[src/sv/pl_pkg.sv]
// Package for the positional list engine: operation and status codes,
// default capacity and the input and result beat types. No dependencies.
`timescale 1ns / 1ps

package pl_pkg;

    // Default number of list entries
    localparam int PL_CAPACITY = 64;

    // Operation codes
    localparam logic [2:0] OP_INSERT = 3'd0;
    localparam logic [2:0] OP_DELETE = 3'd1;
    localparam logic [2:0] OP_GET    = 3'd2;
    localparam logic [2:0] OP_LOCATE = 3'd3;
    localparam logic [2:0] OP_PRED   = 3'd4;
    localparam logic [2:0] OP_SUCC   = 3'd5;

    // Status codes
    localparam logic [2:0] ST_OK       = 3'd0;
    localparam logic [2:0] ST_EMPTY    = 3'd1;
    localparam logic [2:0] ST_BADPOS   = 3'd2;
    localparam logic [2:0] ST_NOTFOUND = 3'd3;
    localparam logic [2:0] ST_NOPRED   = 3'd4;
    localparam logic [2:0] ST_NOSUCC   = 3'd5;
    localparam logic [2:0] ST_FULL     = 3'd6;

    // Input beat
    typedef struct packed {
        logic [2:0]         op;
        logic [6:0]         position;
        logic signed [31:0] value;
    } pl_in_t;

    // Result beat
    typedef struct packed {
        logic [2:0]         status;
        logic signed [31:0] value_out;
        logic [6:0]         position_out;
        logic [6:0]         length_out;
    } pl_out_t;

endpackage

[src/sv/positional_list_engine.sv]
// Positional list engine top level: list memory, walk sequencer, result register.
// Depends on pl_pkg.
`timescale 1ns / 1ps

// Ordered list of up to CAPACITY signed 32-bit values addressed by 1-based
// position. One operation per input beat, one result beat per operation.
// The list lives in a single-port-read, single-port-write memory, and one
// sequencer walks it one entry per cycle: insert moves the entries from the
// end down to the position up by one place, delete moves the entries above
// the position down by one, and locate/predecessor/successor compare the
// entries from position 1 upward until the first match. The input is not
// ready while an operation runs; a finished result waits in the output
// register without holding up the next input beat. Reset empties the list;
// no clearing pass is needed.
module positional_list_engine
    import pl_pkg::*;
#(
    parameter int CAPACITY = PL_CAPACITY
)(
    input  logic    clk,
    input  logic    rst_n,
    input  logic    in_valid,
    output logic    in_ready,
    input  pl_in_t  in_data,
    output logic    out_valid,
    input  logic    out_ready,
    output pl_out_t out_data
);

    localparam int AW = $clog2(CAPACITY);
    localparam int LW = $clog2(CAPACITY + 1);
    localparam int CW = ((LW > 7) ? LW : 7) + 1;

    // Sequencer states
    localparam logic [2:0] S_IDLE  = 3'd0;
    localparam logic [2:0] S_INS   = 3'd1;
    localparam logic [2:0] S_DEL   = 3'd2;
    localparam logic [2:0] S_GET   = 3'd3;
    localparam logic [2:0] S_SCAN  = 3'd4;
    localparam logic [2:0] S_FETCH = 3'd5;
    localparam logic [2:0] S_RESP  = 3'd6;

    logic [2:0]    state_reg, state_next;
    logic [LW-1:0] len_reg, len_next;
    logic [LW-1:0] cnt_reg, cnt_next;
    logic [AW-1:0] ptr_reg, ptr_next;
    logic [AW-1:0] idx_reg, idx_next;
    logic [2:0]    op_reg, op_next;
    logic [31:0]   val_reg, val_next;
    logic [31:0]   prev_reg, prev_next;
    pl_out_t       res_reg, res_next;
    logic          out_valid_reg, out_valid_next;
    pl_out_t       out_data_reg, out_data_next;

    // List memory and its registered read port
    logic [31:0]   mem [CAPACITY];
    logic          rd_en;
    logic          rd_valid_reg;
    logic [31:0]   rd_data_reg;
    logic [AW-1:0] rd_addr_reg;
    logic          mem_we;
    logic [AW-1:0] mem_wa;
    logic [31:0]   mem_wd;

    logic [CW-1:0] pos_ext;
    logic [CW-1:0] len_ext;
    logic          rd_match;

    assign in_ready  = (state_reg == S_IDLE);
    assign out_valid = out_valid_reg;
    assign out_data  = out_data_reg;

    assign pos_ext  = CW'(in_data.position);
    assign len_ext  = CW'(len_reg);
    assign rd_match = rd_valid_reg && (rd_data_reg == val_reg);

    // Walk reads: one entry per cycle while entries remain
    assign rd_en = ((state_reg == S_INS) || (state_reg == S_DEL) ||
                    (state_reg == S_GET) || (state_reg == S_SCAN)) && (cnt_reg != '0);

    // Sequencer
    always_comb
    begin
        state_next     = state_reg;
        len_next       = len_reg;
        cnt_next       = cnt_reg;
        ptr_next       = ptr_reg;
        idx_next       = idx_reg;
        op_next        = op_reg;
        val_next       = val_reg;
        prev_next      = prev_reg;
        res_next       = res_reg;
        out_valid_next = out_valid_reg && !out_ready;
        out_data_next  = out_data_reg;
        mem_we         = 1'b0;
        mem_wa         = '0;
        mem_wd         = rd_data_reg;

        if (rd_en)
        begin
            cnt_next = cnt_reg - LW'(1);
            ptr_next = (state_reg == S_INS) ? ptr_reg - AW'(1) : ptr_reg + AW'(1);
        end

        unique case (state_reg)
            S_IDLE:
            begin
                if (in_valid)
                begin
                    op_next  = in_data.op;
                    val_next = in_data.value;
                    idx_next = AW'(pos_ext - CW'(1));
                    res_next = '{status: ST_OK, value_out: '0,
                                 position_out: '0, length_out: '0};
                    unique case (in_data.op) inside
                        OP_INSERT:
                        begin
                            if ((pos_ext == '0) || (pos_ext > len_ext + CW'(1)))
                            begin
                                res_next.status = ST_BADPOS;
                                state_next      = S_RESP;
                            end
                            else if (len_ext == CW'(CAPACITY))
                            begin
                                res_next.status = ST_FULL;
                                state_next      = S_RESP;
                            end
                            else
                            begin
                                ptr_next   = AW'(len_reg - LW'(1));
                                cnt_next   = len_reg - LW'(pos_ext - CW'(1));
                                state_next = S_INS;
                            end
                        end
                        OP_DELETE, OP_GET:
                        begin
                            if (len_reg == '0)
                            begin
                                res_next.status = ST_EMPTY;
                                state_next      = S_RESP;
                            end
                            else if ((pos_ext == '0) || (pos_ext > len_ext))
                            begin
                                res_next.status = ST_BADPOS;
                                state_next      = S_RESP;
                            end
                            else
                            begin
                                ptr_next = AW'(pos_ext - CW'(1));
                                if (in_data.op == OP_GET)
                                begin
                                    cnt_next   = LW'(1);
                                    state_next = S_GET;
                                end
                                else
                                begin
                                    cnt_next   = len_reg - LW'(pos_ext - CW'(1));
                                    state_next = S_DEL;
                                end
                            end
                        end
                        OP_LOCATE, OP_PRED, OP_SUCC:
                        begin
                            if (len_reg == '0)
                            begin
                                res_next.status = ST_EMPTY;
                                state_next      = S_RESP;
                            end
                            else
                            begin
                                ptr_next   = '0;
                                cnt_next   = len_reg;
                                state_next = S_SCAN;
                            end
                        end
                        default:
                        begin
                            res_next.status = ST_BADPOS;
                            state_next      = S_RESP;
                        end
                    endcase
                end
            end

            // Move entries up one place, then drop the new value in
            S_INS:
            begin
                if (rd_valid_reg)
                begin
                    mem_we = 1'b1;
                    mem_wa = rd_addr_reg + AW'(1);
                end
                else if (cnt_reg == '0)
                begin
                    mem_we     = 1'b1;
                    mem_wa     = idx_reg;
                    mem_wd     = val_reg;
                    len_next   = len_reg + LW'(1);
                    state_next = S_RESP;
                end
            end

            // First read is the deleted entry; the rest move down one place
            S_DEL:
            begin
                if (rd_valid_reg)
                begin
                    if (rd_addr_reg == idx_reg)
                    begin
                        res_next.value_out = rd_data_reg;
                    end
                    else
                    begin
                        mem_we = 1'b1;
                        mem_wa = rd_addr_reg - AW'(1);
                    end
                end
                else if (cnt_reg == '0)
                begin
                    len_next   = len_reg - LW'(1);
                    state_next = S_RESP;
                end
            end

            S_GET:
            begin
                if (rd_valid_reg)
                begin
                    res_next.value_out = rd_data_reg;
                    state_next         = S_RESP;
                end
            end

            // Compare entries in order until the first match
            S_SCAN:
            begin
                if (rd_valid_reg)
                begin
                    prev_next = rd_data_reg;
                    if (rd_match)
                    begin
                        state_next = S_RESP;
                        if (op_reg == OP_LOCATE)
                        begin
                            res_next.position_out = 7'(rd_addr_reg) + 7'd1;
                        end
                        else if (op_reg == OP_PRED)
                        begin
                            if (rd_addr_reg == '0)
                                res_next.status = ST_NOPRED;
                            else
                                res_next.value_out = prev_reg;
                        end
                        else if ((LW'(rd_addr_reg) + LW'(1)) >= len_reg)
                        begin
                            res_next.status = ST_NOSUCC;
                        end
                        else
                        begin
                            // next entry was read in this same cycle
                            state_next = S_FETCH;
                        end
                    end
                end
                else if (cnt_reg == '0)
                begin
                    res_next.status = ST_NOTFOUND;
                    state_next      = S_RESP;
                end
            end

            S_FETCH:
            begin
                if (rd_valid_reg)
                begin
                    res_next.value_out = rd_data_reg;
                    state_next         = S_RESP;
                end
            end

            // Hand the result to the output register once it is free
            S_RESP:
            begin
                if (!out_valid_reg || out_ready)
                begin
                    out_valid_next = 1'b1;
                    out_data_next  = res_reg;
                    state_next     = S_IDLE;
                end
            end

            default:
            begin
                state_next = S_IDLE;
            end
        endcase

        // Length reported is the one after the operation
        if ((state_next == S_RESP) && (state_reg != S_RESP))
            res_next.length_out = 7'(len_next);
    end

    // Control registers
    always_ff @(posedge clk or negedge rst_n)
    begin
        if (!rst_n)
        begin
            state_reg     <= S_IDLE;
            len_reg       <= '0;
            cnt_reg       <= '0;
            rd_valid_reg  <= 1'b0;
            out_valid_reg <= 1'b0;
        end
        else
        begin
            state_reg     <= state_next;
            len_reg       <= len_next;
            cnt_reg       <= cnt_next;
            rd_valid_reg  <= rd_en;
            out_valid_reg <= out_valid_next;
        end
    end

    // Payload registers
    always_ff @(posedge clk)
    begin
        ptr_reg      <= ptr_next;
        idx_reg      <= idx_next;
        op_reg       <= op_next;
        val_reg      <= val_next;
        prev_reg     <= prev_next;
        res_reg      <= res_next;
        out_data_reg <= out_data_next;
    end

    // List memory: one write port, one registered read port
    always_ff @(posedge clk)
    begin
        if (mem_we)
            mem[mem_wa] <= mem_wd;
        if (rd_en)
        begin
            rd_data_reg <= mem[ptr_reg];
            rd_addr_reg <= ptr_reg;
        end
    end

    // Checks
    a_len_bound: assert property (@(posedge clk) disable iff (!rst_n)
        len_ext <= CW'(CAPACITY))
        else $error("list length above capacity");

    a_len_change: assert property (@(posedge clk) disable iff (!rst_n)
        (len_reg != $past(len_reg)) |-> (state_reg == S_RESP))
        else $error("length changed outside completion");

    a_no_write_idle: assert property (@(posedge clk) disable iff (!rst_n)
        ((state_reg == S_IDLE) || (state_reg == S_RESP)) |-> !mem_we)
        else $error("memory write while not walking");

    a_busy_after_accept: assert property (@(posedge clk) disable iff (!rst_n)
        (in_valid && in_ready) |=> !in_ready)
        else $error("input ready right after accept");

    a_resp_loads_out: assert property (@(posedge clk) disable iff (!rst_n)
        ((state_reg == S_RESP) && (state_next == S_IDLE)) |=> out_valid)
        else $error("result not presented");

endmodule

[config.mk]
export PLATFORM = sky130hd
export DESIGN_NAME = positional_list_engine
export DESIGN_NICKNAME = d
export VERILOG_FILES = /design/src/sv/pl_pkg.sv /design/src/sv/positional_list_engine.sv
export SDC_FILE = /design/constraint.sdc
export NUM_CORES = 2
export LEC_CHECK = 0
export ABC_AREA = 0
export ABC_CLOCK_PERIOD_IN_PS = 4700
export BUFFER_PORTS_ARGS = -buffer_cell sky130_fd_sc_hd__clkbuf_2
export CAP_MARGIN = 20
export CORE_MARGIN = 3
export CORE_UTILIZATION = 50
export DETAILED_ROUTE_END_ITERATION = 8
export PLACE_DENSITY = 0.65
export SETUP_SLACK_MARGIN = 0.3
export SLEW_MARGIN = 15
export SYNTH_ARGS = -nofsm -noshare
export SYNTH_HDL_FRONTEND = slang
export SYNTH_SLANG_ARGS = --single-unit
[constraint.sdc]
create_clock -name clk -period 4.7 [get_ports clk]
set_input_delay 0.47 -clock clk [delete_from_list [all_inputs] [get_ports clk]]
set_output_delay 0.47 -clock clk [all_outputs]
set_load 0.03 [all_outputs]
After elaboration in Yosys (flattened, before gate mapping)
Memories as Yosys holds them, arrays and structs flattened. A register that Yosys moved wholly into a read port is not among the register bits.
Cells that the tools add are included.

word-level totals
  register bits after elaboration = 202
  RAM bits = 2048
  bits of input ports = 46
  output and inout bits = 51
  logic and storage cells = 187
  memories = 1

memory list
  memory  depth  width  read ports  clocked after Yosys merged registers in  write ports  RTL line                      text
  mem     64     32     1           1                                        1            positional_list_engine.sv:56  logic [31:0] mem [CAPACITY];

cells by class
  add/subtract/negate cells = 11
  magnitude comparators = 3
  equal/unequal tests = 33
  mux-type cells = 86
  reduce and logical (&&, ||, !) cells = 34

operator list
  operator                                           number
  2-to-1 mux 32 bit                                  8
  one-hot mux 32 bit (4 select lines)                1
  2-to-1 mux 7 bit                                   16
  2-to-1 mux 6 bit                                   13
  2-to-1 mux 3 bit                                   18
  2-to-1 mux 49 bit                                  1
  2-to-1 mux 42 bit                                  1
  2-to-1 mux 39 bit                                  1
  2-to-1 mux 35 bit                                  1
  == test 32 bit                                     1
  one-hot mux 7 bit (2 select lines)                 2
  == test 3 bit (second input constant)              7
  one-hot mux 7 bit (3 select lines)                 1
  subtractor 7 x 1 -> 7 bit (second input constant)  3
  one-hot mux 3 bit (3 select lines)                 2
  one-hot mux 6 bit (3 select lines)                 1
  == test 3 x 2 -> 1 bit (second input constant)     5
  one-hot mux 3 bit (5 select lines)                 1
  zero test 7 bit                                    2
  adder 6 x 1 -> 6 bit (second input constant)       2
  2-to-1 mux 2 bit                                   6
  inequality test 2 bit (second input constant)      6
  one-hot mux 6 bit (2 select lines)                 1
  subtractor 6 x 1 -> 6 bit (second input constant)  2
  other kinds (33)                                   65

Depth between registers and ports, before layout
  depth in word-level cells = 12
  gate-level depth with buffers = 13
  mapped depth without buffers = 12

Least setup slack after synthesis
OpenSTA, ideal clock, no wires.

  kind = flip-flop to flip-flop
  from = register rd_valid_reg
  to = register res_reg[14] in the netlist's numbering (enable)
  library setup time = 0.461 ns
  arrival = 3.686 ns
  data required time = 4.239 ns
  setup slack = 0.553 ns
  cell stages (with the launch flop) = 8
  path buffers = 3
  period minus slack after synthesis = 4.147 ns
  path through = dfrtp_1 clkbuf_1 clkbuf_1 clkbuf_1 nand3_1 o21ai_0 a22oi_1 nor3_1

between the ends
  cells in the longest elaborated chain, start to end = 3
  elaborated cells between the ends (all ways) = 6
  those cells by class = eq/ne (4); reduce/logical (2)

RTL lines
  item                                     RTL line                       text
  start: declaration                       positional_list_engine.sv:58   logic rd_valid_reg;
  start signal: assignment                 positional_list_engine.sv:319  rd_valid_reg <= rd_en;
  logical AND 1 bit                        positional_list_engine.sv:75   assign rd_match = rd_valid_reg && (rd_data_reg == val_reg);
  inequality test 2 bit (no source line)   n/a
  AND reduction 10 bit (no source line) *  n/a
  end signal: assignment                   positional_list_engine.sv:332  res_reg <= res_next;
  end: declaration                         positional_list_engine.sv:51   pl_out_t res_reg, res_next;

Every way passes the cells marked *; elsewhere a longest branch is shown, timed or not.
A chain may end at the register's enable or synchronous reset.

Worst setup path in the final report
  from = register cnt_reg[0]
  to = memory mem[58][30] (enable)

between the ends
  cells in the longest elaborated chain, start to end = 6
  elaborated cells between the ends (all ways) = 9
  those cells by class = mux (8); reduce/logical (1)

RTL lines
  item                                    RTL line                       text
  start: declaration                      positional_list_engine.sv:45   logic [LW-1:0] cnt_reg, cnt_next;
  start signal: assignment                positional_list_engine.sv:318  cnt_reg <= cnt_next;
  zero test 7 bit *                       positional_list_engine.sv:193  else if (cnt_reg == '0)
  2-to-1 mux 1 bit                        positional_list_engine.sv:193
  2-to-1 mux 1 bit                        positional_list_engine.sv:188  if (rd_valid_reg)
  one-hot mux 1 bit (2 select lines)      positional_list_engine.sv:105  unique case (state_reg)
  2-to-1 mux 1 bit                        positional_list_engine.sv:339  if (mem_we)
  2-to-1 mux 1 bit (implied by the code)  positional_list_engine.sv:340  mem[mem_wa] <= mem_wd;
  end: declaration                        positional_list_engine.sv:56

Marked as above.

==> results.py <==
metrics = {
    "sta": {
        "setup_tns_ns": 0,
        "worst_pin_slew_ns": 1.068,
        "final-setup-viol-count": 0,
        "rsz0062_at_grt": "no",
        "hold_violations": 0,
        "period_needed_ns": 4.112,
        "fmax_mhz": 243.2,
        "slew_headroom": 0.2865,
        "clock_skew_ns": 0.03747,
        "slew_violations": 0,
        "whs_ns": 0.07288,
        "period_share": 0.8750,
    },
    "synth": {
        "yosys_warnings": 0,
        "synth_cell_types": 75,
        "ys_top_cells_by_count": "edfxtp_1 (2257), mux4_2 (672), nand2_1 (156)",
        "async_flop_share": 0.008326,
        "post-synth-top-area-fraction": 0.7641,
        "synth_cells": 3845,
        "synth-main-ff-cell": "edfxtp_1",
        "synth_area_leader_cell": "edfxtp_1",
        "synthTopCellsByArea": "edfxtp_1 (76%), mux4_2 (17%), nand2_1 (0.66%), dfrtp_1 (0.54%), ha_1 (0.52%)",
        "yosysSeqAreaShare": 0.7708,
        "ys_ff_latch": 2282,
        "syn_area_per_cell_um2": 23.07,
        "synth_edf_count": 2257,
        "syn_nets": 3930,
        "synth.cell_area_um2": 88700,
        "synth_most_common_cell": "edfxtp_1",
    },
    "clocking": {
        "cts.sinks": 2282,
        "cts.clk_slew.worst_paths_ns": 0.07,
        "cts_buffers": 219,
        "clock-root-buffer": "clkbuf_16",
        "htree_num_levels": 4,
        "cts_tree": "done",
        "clk_path_buf_depth": 3,
        "worstSkewPairLatency_ns": 0.84,
    },
    "detailed_routing": {
        "viasPerCell": 6.220,
        "routed_wl_um": 218600,
        "ant_nets": 0,
        "wire_per_inst_um": 32.44,
        "drtIter0Drc": 5029,
        "drc_errors": 0,
        "vias": 41913,
        "first_pass_iters": 5,
    },
    "worst_setup_path": {
        "crit_chain": "inv_1 > ha_1 > nor3b_2 > nand2_1 > nor2_4 > o2bb2ai_1 > a311oi_1 > buf_4 > or2_1 > buf_12 > nor2_4 > buf_4",
        "worstPathMaxFanout": 23,
        "crit_path_end_kind": "register",
        "critPathLaunchType": "register",
        "worstPathRequired_ns": 5.22,
        "rrSetupSlack_ns": 0.59,
        "crit_slowest_cell": "nor2_4",
        "crit_arrival_ns": 4.64,
        "critPathMaxStageDelay_ns": 0.65,
        "critical_path_class": "reg2reg",
    },
    "grt": {
        "grt_pass1_wl_um": 315600,
        "grt.total_usage": 0.2448,
        "first_global_vias": 41905,
        "grt_max_degree": 92,
        "gr-total-overflow": 0,
        "antenna_found_initial": 22,
    },
    "die": {
        "rows": 153,
        "die_h_um": 427.2,
        "dieArea_um2": 182500,
        "ios": 97,
        "core_region_area_um2": 175200,
        "start_util": 0.5064,
        "dieWidth_um": 427.2,
    },
    "placement": {
        "dp_hpwl_um": 140200,
        "gp_congestion": 0.9042,
        "numPortBuffers": 96,
    },
    "run": {
        "drv_cap": 0,
    },
    "layout": {
        "largest_register_ffs": 2048,
        "fin_nets": 4308,
        "fill_cells": 12322,
        "syn_to_final_growth_pct": 14.89,
        "post_route_cells_drive_above_1_share": 0.3159,
    },
    "power_and_ir_drop": {
        "p_leak_nw": 31.78,
        "p_total_mw": 64.38,
        "cellPowerDensity_nw_per_um2": 631.7,
        "ir_drop_v": 0.0004243,
    },
    "hold_path": {
        "min_path_type": "in2reg",
    },
    "outcome": {
        "outcome": "complete, no violations",
    },
}
## through the flow
stage / cell area (um2) / cells / utilization / setup slack, ns
floorplan: 88700 / 3845 / - / 0.5532
finish: 101900 / 6738 / 0.5818 / 0.5876
global placement: 94190 / 6278 / 0.5377 / 0.5569
global route: 101900 / 6735 / 0.5818 / 0.3185
detailed placement: 94350 / 6285 / 0.5386 / 0.5171
CTS: 101700 / 6726 / 0.5807 / 0.5053
## logic make-up after synthesis
| family | share of synthesized area |
|---|---|
| compound gates | 0.01543 |
| mux | 0.1712 |
| buf+inv | 0.01097 |
| fa+ha+maj | 0.005670 |
| xor+xnor | 0.007603 |
| flops | 0.7708 |
| simple gates | 0.01837 |
## cell type report
class | instances | area, um2 | share of cell area
clock inverter | 128 | 1252 | 0.01229
sequential | 2282 | 68390 | 0.6710
antenna | 4 | 10.01 | 0.00009822
clock buffer | 279 | 5778 | 0.05670
tap | 2325 | 2909 | 0.02854
inverter | 28 | 105.1 | 0.001031
multi-input combinational | 1341 | 19930 | 0.1955
timing repair buffer | 351 | 3543 | 0.03477
## path summary, 6_finish.rpt
check | startpoint | to | depth (start not counted)
hold / removal | out_ready | out_valid$_DFF_PN0_ | 3
max in group asynchronous | rst_n | cnt_reg[6]$_DFF_PN0_ | 2
setup / recovery | cnt_reg[0]$_DFF_PN0_ | mem[58][30]$_DFFE_PP_ | 12
min in group asynchronous | rst_n | rd_valid_reg$_DFF_PN0_ | 2
setup reg to reg | cnt_reg[0]$_DFF_PN0_ | mem[58][30]$_DFFE_PP_ | 12
hold reg to reg | res_reg[39]$_DFFE_PP_ | out_data[39]$_DFFE_PP_ | 0
## where the power goes
part / leakage, nW / internal, mW / switching [mW] / total [mW]
clock: 3.40 / 9.79 / 7.44 / 17.2
sequential: 20.7 / 26.6 / 1.01 / 27.6
combinational: 7.71 / 7.26 / 12.3 / 19.6
total: 31.8 / 43.6 / 20.7 / 64.4
## routing by layer
metal / share of wire / wire length (um) / vias to the layer above / global-route usage
li1: - / - / 17150 / -
met1: 0.40 / 88380 / 22508 / 0.3570
met2: 0.48 / 105700 / 1940 / 0.3842
met3: 0.087 / 18910 / 305 / 0.04955
met4: 0.025 / 5527 / 10 / 0.06241
met5: 0.00032 / 71 / - / 0
## cells in the final DEF (no fill, tap or decap), types with 6 or more instances in the layout
cell / netlist / layout
clkbuf_1: 94 / 55
nor2b_1: 7 / 6
o21ai_0: 25 / 25
nand2_1: 156 / 142
a21o_1: 11 / 11
xnor2_1: 37 / 37
clkinv_1: 2 / 51
mux4_2: 672 / 672
a22o_1: 35 / 35
a32oi_1: 6 / 6
nand3_1: 14 / 14
o22ai_1: 9 / 9
a211oi_1: 8 / 8
ha_1: 37 / 37
clkbuf_16: 0 / 221
inv_1: 26 / 25
buf_4: 23 / 139
nor2_4: 0 / 66
xor2_1: 40 / 40
buf_12: 0 / 77
clkinv_2: 0 / 34
edfxtp_1: 2257 / 2257
a21oi_1: 35 / 35
clkinv_8: 0 / 6
nand2b_1: 12 / 10
nor3b_1: 9 / 9
nand2_2: 0 / 14
clkbuf_2: 0 / 96
dfrtp_1: 19 / 19
bufinv_16: 0 / 20
nor4_1: 12 / 12
nor2_1: 94 / 29
nor3_1: 12 / 11
dlygate4sd3_1: 0 / 34
a31oi_1: 9 / 9
clkinvlp_4: 0 / 10
## timing repair
item,CTS,global route
hold endpoints to repair,52,0
hold buffers,34,0
resized for setup,0,1
setup buffers,0,0
endpoints found under the setup margin,0,23
## worst max-delay path: cells and delay by family (launching register included)
| kind | cells | cell delay (ns) |
|---|---|---|
| AO/OA/AOI/OAI | 2 | 0.22 |
| adder cells (fa/ha/maj) | 1 | 0.15 |
| buffers and inverters | 4 | 0.82 |
| flip-flops | 1 | 0.41 |
| AND/OR/NAND/NOR | 5 | 2.18 |
No activity file was read; power rests on OpenSTA's default activity.
